File: src/hdl/tpdc_pkg.sv
// Shared types and constants for the touch press duration classifier.
// Holds register indexes, event codes and the configuration bundle.
// No dependencies.
`timescale 1ns / 1ps
`default_nettype none

package tpdc_pkg;

    localparam int unsigned SampleW = 16;
    localparam int unsigned TimeW   = 32;
    localparam int unsigned EventW  = 3;
    localparam int unsigned CfgIdxW = 3;
    localparam int unsigned CfgDatW = 32;

    // Configuration register indexes
    typedef enum logic [CfgIdxW-1:0] {
        REG_BASELINE    = 3'd0,
        REG_THRESHOLD   = 3'd1,
        REG_SHORT_MIN   = 3'd2,
        REG_THEME       = 3'd3,
        REG_HINT        = 3'd4,
        REG_RECONFIG    = 3'd5
    } reg_idx_t;

    // Event codes on the result word
    typedef enum logic [EventW-1:0] {
        EV_NONE  = 3'd0,
        EV_SHORT = 3'd1,
        EV_FIRST = 3'd2,
        EV_HINT  = 3'd3,
        EV_FINAL = 3'd4
    } event_t;

    // Reset values of the configuration registers
    localparam logic [SampleW-1:0] BASELINE_RST  = 16'd0;
    localparam logic [SampleW-1:0] THRESHOLD_RST = 16'd100;
    localparam logic [TimeW-1:0]   SHORT_MIN_RST = 32'd50;
    localparam logic [TimeW-1:0]   THEME_RST     = 32'd3000;
    localparam logic [TimeW-1:0]   HINT_RST      = 32'd6000;
    localparam logic [TimeW-1:0]   RECONFIG_RST  = 32'd10000;

    // Configuration bundle handed from the register file to the core
    typedef struct packed {
        logic [SampleW-1:0] baseline;
        logic [SampleW-1:0] touch_drop;
        logic [TimeW-1:0]   short_min_ms;
        logic [TimeW-1:0]   theme_ms;
        logic [TimeW-1:0]   hint_ms;
        logic [TimeW-1:0]   reconfig_ms;
    } cfg_t;

endpackage

`default_nettype wire

File: src/hdl/touch_press_duration_classifier.sv
// Touch press duration classifier: input register, press core, result register.
// An accepted word goes to the input register, its result to the result register.
// Throughput: one word per cycle, set by the core's single compare pass, while
// out_stall does not hold a full result slot.
// Reset (rst_n low, asynchronous): pipeline empty, press state cleared,
// configuration registers return to their defaults. Config port is always ready.
// Depends on tpdc_pkg, tpdc_cfg_regs and tpdc_core.
`timescale 1ns / 1ps
`default_nettype none

module touch_press_duration_classifier (
    input  wire logic                          clk,
    input  wire logic                          rst_n,
    input  wire logic                          in_valid,
    output logic                               in_stall,
    input  wire logic [tpdc_pkg::SampleW-1:0]  sample,
    input  wire logic [tpdc_pkg::TimeW-1:0]    now_ms,
    output logic                               out_valid,
    input  wire logic                          out_stall,
    output logic [tpdc_pkg::EventW-1:0]        event_res,
    output logic [tpdc_pkg::TimeW-1:0]         held_ms,
    input  wire logic                          cfg_valid,
    output logic                               cfg_ready,
    input  wire logic [tpdc_pkg::CfgIdxW-1:0]  cfg_index,
    input  wire logic [tpdc_pkg::CfgDatW-1:0]  cfg_data
);
    import tpdc_pkg::*;

    cfg_t              cfg;
    logic              in_valid_reg;
    logic [SampleW-1:0] sample_reg;
    logic [TimeW-1:0]  now_reg;
    logic              out_valid_reg;
    logic [EventW-1:0] event_reg;
    logic [TimeW-1:0]  held_reg;
    logic              out_free;
    logic              step;
    logic              in_take;
    event_t            core_event;
    logic [TimeW-1:0]  core_held;

    assign cfg_ready = 1'b1;

    tpdc_cfg_regs u_cfg (
        .clk      (clk),
        .rst_n    (rst_n),
        .wr_en    (cfg_valid),
        .wr_index (cfg_index),
        .wr_data  (cfg_data),
        .cfg      (cfg)
    );

    // Result slot is free when empty or being drained this cycle
    assign out_free = !out_valid_reg || !out_stall;
    assign step     = in_valid_reg && out_free;
    assign in_stall = in_valid_reg && !out_free;
    assign in_take  = in_valid && !in_stall;

    tpdc_core u_core (
        .clk        (clk),
        .rst_n      (rst_n),
        .step       (step),
        .sample     (sample_reg),
        .now_ms     (now_reg),
        .cfg        (cfg),
        .event_code (core_event),
        .held       (core_held)
    );

    // Input register control
    always_ff @(posedge clk or negedge rst_n)
    begin
        if (!rst_n)
        begin
            in_valid_reg <= 1'b0;
        end
        else if (!in_stall)
        begin
            in_valid_reg <= in_valid;
        end
    end

    // Capture the input word
    always_ff @(posedge clk)
    begin
        if (in_take)
        begin
            sample_reg <= sample;
            now_reg    <= now_ms;
        end
    end

    // Result register control
    always_ff @(posedge clk or negedge rst_n)
    begin
        if (!rst_n)
        begin
            out_valid_reg <= 1'b0;
        end
        else if (out_free)
        begin
            out_valid_reg <= in_valid_reg;
        end
    end

    // Capture the result word
    always_ff @(posedge clk)
    begin
        if (step)
        begin
            event_reg <= core_event;
            held_reg  <= core_held;
        end
    end

    assign out_valid = out_valid_reg;
    assign event_res = event_reg;
    assign held_ms   = held_reg;

endmodule

`default_nettype wire

File: src/hdl/tpdc_cfg_regs.sv
// Configuration register file of the touch press duration classifier.
// Depends on tpdc_pkg for register indexes, reset values and cfg_t.
`timescale 1ns / 1ps
`default_nettype none

module tpdc_cfg_regs (
    input  wire logic                          clk,
    input  wire logic                          rst_n,
    input  wire logic                          wr_en,
    input  wire logic [tpdc_pkg::CfgIdxW-1:0]  wr_index,
    input  wire logic [tpdc_pkg::CfgDatW-1:0]  wr_data,
    output tpdc_pkg::cfg_t                     cfg
);
    import tpdc_pkg::*;

    cfg_t cfg_reg;
    cfg_t cfg_next;

    // Decode the write; indexes past the list leave everything alone
    always_comb
    begin
        cfg_next = cfg_reg;
        if (wr_en)
        begin
            unique case (wr_index)
                REG_BASELINE:  cfg_next.baseline        = wr_data[SampleW-1:0];
                REG_THRESHOLD: cfg_next.touch_drop      = wr_data[SampleW-1:0];
                REG_SHORT_MIN: cfg_next.short_min_ms    = wr_data[TimeW-1:0];
                REG_THEME:     cfg_next.theme_ms        = wr_data[TimeW-1:0];
                REG_HINT:      cfg_next.hint_ms         = wr_data[TimeW-1:0];
                REG_RECONFIG:  cfg_next.reconfig_ms     = wr_data[TimeW-1:0];
                default:       cfg_next = cfg_reg;
            endcase
        end
    end

    // Hold the registers
    always_ff @(posedge clk or negedge rst_n)
    begin
        if (!rst_n)
        begin
            cfg_reg.baseline        <= BASELINE_RST;
            cfg_reg.touch_drop      <= THRESHOLD_RST;
            cfg_reg.short_min_ms    <= SHORT_MIN_RST;
            cfg_reg.theme_ms        <= THEME_RST;
            cfg_reg.hint_ms         <= HINT_RST;
            cfg_reg.reconfig_ms     <= RECONFIG_RST;
        end
        else
        begin
            cfg_reg <= cfg_next;
        end
    end

    assign cfg = cfg_reg;

endmodule

`default_nettype wire

File: src/hdl/tpdc_core.sv
// Press tracking core: touch detect, press state and event selection.
// Depends on tpdc_pkg for cfg_t and event codes.
`timescale 1ns / 1ps
`default_nettype none

module tpdc_core (
    input  wire logic                          clk,
    input  wire logic                          rst_n,
    input  wire logic                          step,
    input  wire logic [tpdc_pkg::SampleW-1:0]  sample,
    input  wire logic [tpdc_pkg::TimeW-1:0]    now_ms,
    input  wire tpdc_pkg::cfg_t                cfg,
    output tpdc_pkg::event_t                   event_code,
    output logic [tpdc_pkg::TimeW-1:0]         held
);
    import tpdc_pkg::*;

    logic             pressed_reg, pressed_next;
    logic             first_reg, first_next;
    logic             hint_reg, hint_next;
    logic             final_reg, final_next;
    logic [TimeW-1:0] start_reg, start_next;

    logic [SampleW:0] drop;
    logic             touched;
    logic [TimeW-1:0] held_now;

    // Touched when the signed drop below baseline exceeds the threshold
    assign drop     = {1'b0, cfg.baseline} - {1'b0, sample};
    assign touched  = !drop[SampleW] && (drop[SampleW-1:0] > cfg.touch_drop);
    assign held_now = now_ms - start_reg;

    // Advance press state and pick at most one event
    always_comb
    begin
        pressed_next = pressed_reg;
        first_next   = first_reg;
        hint_next    = hint_reg;
        final_next   = final_reg;
        start_next   = start_reg;
        event_code   = EV_NONE;
        held         = '0;
        if (touched)
        begin
            if (!pressed_reg)
            begin
                // New press: record start, no event
                pressed_next = 1'b1;
                first_next   = 1'b0;
                hint_next    = 1'b0;
                final_next   = 1'b0;
                start_next   = now_ms;
            end
            else
            begin
                held = held_now;
                if (!first_reg && (held_now >= cfg.theme_ms))
                begin
                    first_next = 1'b1;
                    event_code = EV_FIRST;
                end
                else if (!hint_reg && (held_now >= cfg.hint_ms))
                begin
                    hint_next  = 1'b1;
                    event_code = EV_HINT;
                end
                else if (!final_reg && (held_now >= cfg.reconfig_ms))
                begin
                    final_next = 1'b1;
                    event_code = EV_FINAL;
                end
            end
        end
        else if (pressed_reg)
        begin
            // Release: short press only if EV_FIRST has not fired and held_now reaches short_min_ms
            if (!first_reg && (held_now >= cfg.short_min_ms))
            begin
                event_code = EV_SHORT;
            end
            pressed_next = 1'b0;
            first_next   = 1'b0;
            hint_next    = 1'b0;
            final_next   = 1'b0;
            start_next   = '0;
        end
    end

    // Hold press state; update only when a word is processed
    always_ff @(posedge clk or negedge rst_n)
    begin
        if (!rst_n)
        begin
            pressed_reg <= 1'b0;
            first_reg   <= 1'b0;
            hint_reg    <= 1'b0;
            final_reg   <= 1'b0;
            start_reg   <= '0;
        end
        else if (step)
        begin
            pressed_reg <= pressed_next;
            first_reg   <= first_next;
            hint_reg    <= hint_next;
            final_reg   <= final_next;
            start_reg   <= start_next;
        end
    end

endmodule

`default_nettype wire
File: config.mk
export PLATFORM = sky130hd
export DESIGN_NAME = touch_press_duration_classifier
export DESIGN_NICKNAME = d
export VERILOG_FILES = /design/src/hdl/tpdc_pkg.sv /design/src/hdl/touch_press_duration_classifier.sv /design/src/hdl/tpdc_cfg_regs.sv /design/src/hdl/tpdc_core.sv
export SDC_FILE = /design/constraint.sdc
export NUM_CORES = 1
export LEC_CHECK = 0
export ABC_AREA = 1
export BUFFER_PORTS_ARGS = -buffer_cell sky130_fd_sc_hd__buf_2
export CAP_MARGIN = 20
export CELL_PAD_IN_SITES_DETAIL_PLACEMENT = 0
export CELL_PAD_IN_SITES_GLOBAL_PLACEMENT = 1
export CORE_MARGIN = 1
export CORE_UTILIZATION = 47
export DETAILED_ROUTE_END_ITERATION = 10
export HOLD_SLACK_MARGIN = 0.08
export PLACE_DENSITY = 0.8
export SLEW_MARGIN = 20
export SYNTH_ARGS = -nofsm -noshare
export SYNTH_HDL_FRONTEND = slang
export SYNTH_SLANG_ARGS = --single-unit
File: constraint.sdc
create_clock -name clk -period 5.05 [get_ports clk]
set_input_delay 0.505 -clock clk [delete_from_list [all_inputs] [get_ports clk]]
set_output_delay 0.505 -clock clk [all_outputs]
set_load 0.02 [all_outputs]
# Yosys cells after proc, flatten, opt, wreduce, memory -nomap -nowiden
# Index checks and enable logic that the tools add are counted.
[word_totals]
regBits = 281
word_cells = 89
input_bits = 88
output_inout_bits = 38
[op_classes]
order_cmp = 5
n_reduce_logical = 30
add_sub_neg = 2
n_mux = 24
eq_ne = 11
[op_table]
columns = ["cell", "n"]
rows = [
  ["$ge A32 B32 Y1", 4],
  ["$mux W32", 3],
  ["$sub A32 B32 Y32", 1],
  ["$mux W3", 6],
  ["$sub A16 B16 Y17", 1],
  ["$gt A16 B16 Y1", 1],
  ["$mux W1", 15],
  ["$ne A3 B3 Y1 const B", 5],
  ["$reduce_and A2 Y1", 7],
  ["$logic_and A1 B1 Y1", 8],
  ["$logic_not A1 Y1", 8],
  ["$eq A3 B2 Y1 const B", 2],
  ["$eq A3 B3 Y1 const B", 2],
  ["$reduce_and A3 Y1", 2],
  ["$reduce_and A5 Y1", 1],
  ["$reduce_and A4 Y1", 1],
  ["$eq A3 B1 Y1 const B", 1],
  ["$logic_not A3 Y1", 1],
  ["$ne A2 B2 Y1 const B", 1],
  ["$reduce_bool A2 Y1", 1],
  ["$logic_or A1 B1 Y1", 1],
]

# Longest topological paths before layout
[logic_depth]
depth_word = 8
mapped_depth = 28
depth_no_buf = 28

# By module
# A second synthesis with hierarchy kept.
[unflattened]
cells_unflattened = 2046
area_unflattened_um2 = 16857.4
[modules_own_cells]
columns = ["module", "cells_per_inst", "area_each_um2", "instances", "seq_area_each_um2"]
rows = [
  ["tpdc_core", 1248, 8030.2, 1, 900.9],
  ["tpdc_cfg_regs", 701, 6228.5, 1, 4035.1],
  ["touch_press_duration_classifier", 97, 2598.7, 1, 2542.4],
]

# Worst setup path before layout
# No wires, ideal clock.
[synth_timing]
kind = "register to register"
startpoint = "register u_cfg.cfg_reg (netlist bit u_cfg.cfg[144])"
endpoint = "register held_reg[2] (netlist: held_ms[2]), data pin"
slack_ps = 1187
path_buffers = 2
required_ps = 4781
t_arrival_ps = 3594
stages_incl_launch_ff = 23
setup_ps = 269
period_less_slack_ps = 3863
cell_sequence = "dfrtp_1 -> inv_1 -> ha_1 -> inv_1 -> fa_1 -> nand3_1 -> nand3_1 -> nand2_1 -> nand2_1 -> a21oi_1 -> o21bai_1 -> xor2_1 -> ha_1 -> nand2_1 -> nor4_1 -> nand2_1 -> nand3_4 -> inv_2 -> buf_6 -> ha_1 -> inv_1 -> clkbuf_1 -> nor3_1"
[synth_via]
elab_chain_cells = 4
[synth_rtl]
columns = ["item", "line_no", "text"]
rows = [
  ["start, declared", "tpdc_cfg_regs.sv:16", "cfg_t cfg_reg;"],
  ["start signal, assigned", "tpdc_cfg_regs.sv:51", "cfg_reg <= cfg_next;"],
  ["$sub A16 B16 Y17 (*)", "tpdc_core.sv:29", "assign drop = {1'b0, cfg.baseline} - {1'b0, sample};"],
  ["$gt A16 B16 Y1 / $logic_not A1 Y1 (equally long branches)", "tpdc_core.sv:30", "assign touched = !drop[SampleW] && (drop[SampleW-1:0] > cfg.touch_drop);"],
  ["$logic_and A1 B1 Y1 (*)", "tpdc_core.sv:30", ""],
  ["$reduce_and A2 Y1 (no source line) (*)", "n/a", ""],
  ["end signal, assigned", "touch_press_duration_classifier.sv:112", "held_reg <= core_held;"],
  ["end, declared", "touch_press_duration_classifier.sv:35", "logic [TimeW-1:0] held_reg;"],
]
# Every way passes the cells marked *; elsewhere a longest branch is shown, timed or not.
# A chain may end at the register's enable or synchronous reset.

# Final worst setup path
[layout_timing]
startpoint = "register u_cfg.cfg_reg (netlist bit u_cfg.cfg[144])"
endpoint = "register held_reg[15] (netlist: held_ms[15]), data pin"
# Same word-level chain as after synthesis.

==> results.txt <==
Data arrival, critical path -> 4700 ps
VDD IR max -> 295 uV
DR pass1 iterations -> 5
Internal power -> 6550 uW
Post-CTS Setup Repair Bufs -> 0
Warnings from Yosys -> 0
DIE WIDTH -> 189 microns
Clock share of power -> 19.6%
Post-Synthesis Cells -> 1915
Global-route wire length before repair -> 65600 microns
Syn Std Cell Area -> 16500 sq um
Vias -> 12806
Antenna Violating Nets Remaining -> 0
Power per cell area -> 632 nW/um^2
Share of cells above drive strength 1 -> 11.4%
Final TNS setup -> 0 ps
Vias in the first global route -> 12705
Relative slew slack -> 34.0%
Overflow after GRT -> 0
Sw frac -> 44.6%
DR iter-0 viols -> 702
Final WL -> 40000 microns
CTS buffer count -> 34
Max stage delay on crit path -> 490 ps
Worst-path clk slew -> 60 ps
Synth unique cells -> 46
Achievable frequency -> 225 MHz
Post-synthesis register bit count -> 281
CTS root buf -> clkbuf_16
Sequential standard cell area -> 7480 sq um
Die area -> 35800 sq um
Fin. Hold Viols -> 0
Core area -> 34500 sq um
Fill count -> 3294
Post-DP HPWL -> 29900 microns
All-Layer GR Usage -> 23.2%
Multi-input combinational cell area -> 7550 sq um
Mean post-synth cell area -> 8.59 sq um
P_sw -> 5260 uW
Setup CP Type -> reg -> reg
Insertion delay to the later sink of the worst-skew pair -> 530 ps
Post-cts resize count -> 0
CTS tree -> done
Post-synthesis to final-layout area growth -> 13.5%
Fin crit period -> 4450 ps
Initial antenna violation count -> 0
Startpoint type of the worst setup path -> flip-flop
Hold Slack -> 43.7 ps
Status -> completed
Cell Chain, Critical Path -> inv_1 > ha_1 > inv_1 > fa_1 > nand3_1 > nand3_1 > nand2_1 > nand2_1 > a21oi_1 > o21bai_1 > xor2_1 > ha_1 > nand2_1 > nor4_1 > nand2_1 > nand3_4 > inv_2 > ha_1 > inv_1 > buf_12 > nor2_1
P_leak -> 0.00918 uW
Starting Density -> 47.7%
RSZ-0062 raised after global routing -> false
Setup Viol. Count Final -> 0
Worst Path Required -> 5300 ps
Number of flip-flops in the largest register -> 160
RR Startpoint -> u_cfg.cfg[144]$_DFFE_PN0P_
Clock Skews -> 18.0 ps
Port buffer count -> 124
Die Ht -> 189 microns
Via density -> 5.07
CTS Buffer Depth -> 3
Worst-path fanout max -> 17
Sequential power share -> 25.8%
Pin count of the biggest net entering global routing -> 101
Crit-path most repeated cell -> nand2_1
CP Capture Type -> flip-flop
GPL Wtd Cong -> 0.893
Clk sinks -> 281
Diode count -> 0
Worst Hold Class -> in -> async
CTS H-tree depth -> 2
Number of I/O pins -> 126
Logic pwr share -> 54.6%
Slew @ Worst Pin -> 991 ps
NumNets Final -> 2330
DRC -> 0
Tcrit/Tclk final -> 88.1%
Post-CTS Hold Buffers -> 0
Critical path's slowest cell -> inv_1
Post-synthesis sequential area ratio -> 45.5%
Layout Utilization -> 54.2%
Syn Nets -> 2198
Routed WL per cell -> 15.8 microns
Max-slew violations -> 0
Setup crit start -> u_cfg.cfg[144]$_DFFE_PN0P_
Max cap viols -> 0
Row count -> 68
-- critical path, delay by kind of cell, from the launching register on --
kind            cells  cell delay (ps)
buf+inv             5              890
xor+xnor            1              150
fa+ha+maj           4             1080
simple gates        9             1300
compound gates      2              370
flops               1              380
-- cells by family after synthesis --
logic type                 Yosys count  share of synthesized area, %
adders and majority gates          195                          14.9
other                                1                        0.0228
buffers and inverters              379                          8.81
DFF                                281                          45.5
and+or+nand+nor                    614                          15.4
xor gates and xnor gates            34                          1.90
AOI/OAI and AO/OA                  411                          13.5
-- Yosys cell counts, drive strengths merged --
cell type / n / area share (%)
a21o: 13 / 0.59
o21a: 8 / 0.37
nor4: 10 / 0.38
a31oi: 7 / 0.27
nor3b: 1 / 0.046
nand3b: 4 / 0.18
o221ai: 2 / 0.11
clkbuf: 38 / 0.87
o2111ai: 1 / 0.053
edfxtp: 83 / 15
o311ai: 1 / 0.053
nand2: 403 / 9.3
xnor2: 10 / 0.53
o211ai: 2 / 0.091
dfstp: 25 / 4.0
xor2: 24 / 1.4
buf: 5 / 0.27
and2: 4 / 0.15
nor3: 9 / 0.33
clkinv: 2 / 0.046
nand4: 17 / 0.65
dfrtp: 173 / 26
a21oi: 123 / 3.9
ha: 193 / 15
conb: 1 / 0.023
nor2: 105 / 2.4
fa: 2 / 0.24
o21ai: 240 / 7.5
nand3: 61 / 1.9
a21boi: 3 / 0.14
inv: 334 / 7.6
o21bai: 11 / 0.50
-- layer usage --
metal | global-route usage [%] | vias to the layer above | share of wire [%]
met5 | 0 | - | 0
met4 | 7.01 | 0 | 2.5
met3 | 3.13 | 60 | 4.3
met2 | 38.2 | 215 | 46
met1 | 31.9 | 6002 | 47
li1 | - | 6529 | -
-- layout by cell type, fill, tap and decap left out, types with 22 or more instances in the layout --
cell and instances:
nand2_1 397, inv_1 330, o21ai_0 199, ha_1 193
dfrtp_1 173, buf_2 123, a21oi_1 118, nor2_1 102
edfxtp_1 83, nand3_1 58, o21ai_1 36, clkbuf_16 35
dfstp_2 25, xor2_1 22
-- path summary, 6_finish.rpt --
check / slack (ps) / cells past startpoint / to
max: 600 / 21 / held_ms[15]$_SDFFCE_PN0P_
max in group asynchronous: 3960 / 2 / u_cfg.cfg[75]$_DFFE_PN1P_
min reg2reg: 480 / 2 / u_cfg.cfg[119]$_DFFE_PN0P_
max reg2reg: 600 / 21 / held_ms[15]$_SDFFCE_PN0P_
min in group clk: 150 / 1 / now_reg[10]$_DFFE_PP_
min: 40 / 1 / u_core.start_reg[7]$_DFFE_PN0P_
-- layout make-up --
type / count / share of cell area (%)
flip-flops and latches: 281 / 40.0
clock inverters: 9 / 0.382
clock buffers: 51 / 5.17
inverters: 336 / 6.76
multi-input cells: 1255 / 40.4
repair buffers: 139 / 4.17
well taps: 455 / 3.05
-- metrics by stage --
step / cells / area (sq um) / worst slack, ps / total power (uW)
after floorplan: 1915 / 16500 / 1190 / 7590
after global placement: 2466 / 17600 / 777 / 9350
after detailed placement: 2466 / 17600 / 615 / 9510
after CTS: 2526 / 18700 / 604 / 11900
after global routing: 2526 / 18700 / 181 / 13000
final: 2526 / 18700 / 600 / 11800
-- power groups by stage --
| stage | registers [uW] | clock network (uW) | logic, uW |
|---|---|---|---|
| 6_report | 3050 | 2310 | 6450 |
| 5_1_grt | 3100 | 2450 | 7460 |
| 4_1_cts | 3050 | 2370 | 6470 |
| 3_5_place_dp | 3090 | 0 | 6420 |
| 3_3_place_gp | 3080 | 0 | 6270 |
| 2_1_floorplan | 3060 | 0 | 4530 |
(Power assumes the default switching activity.)
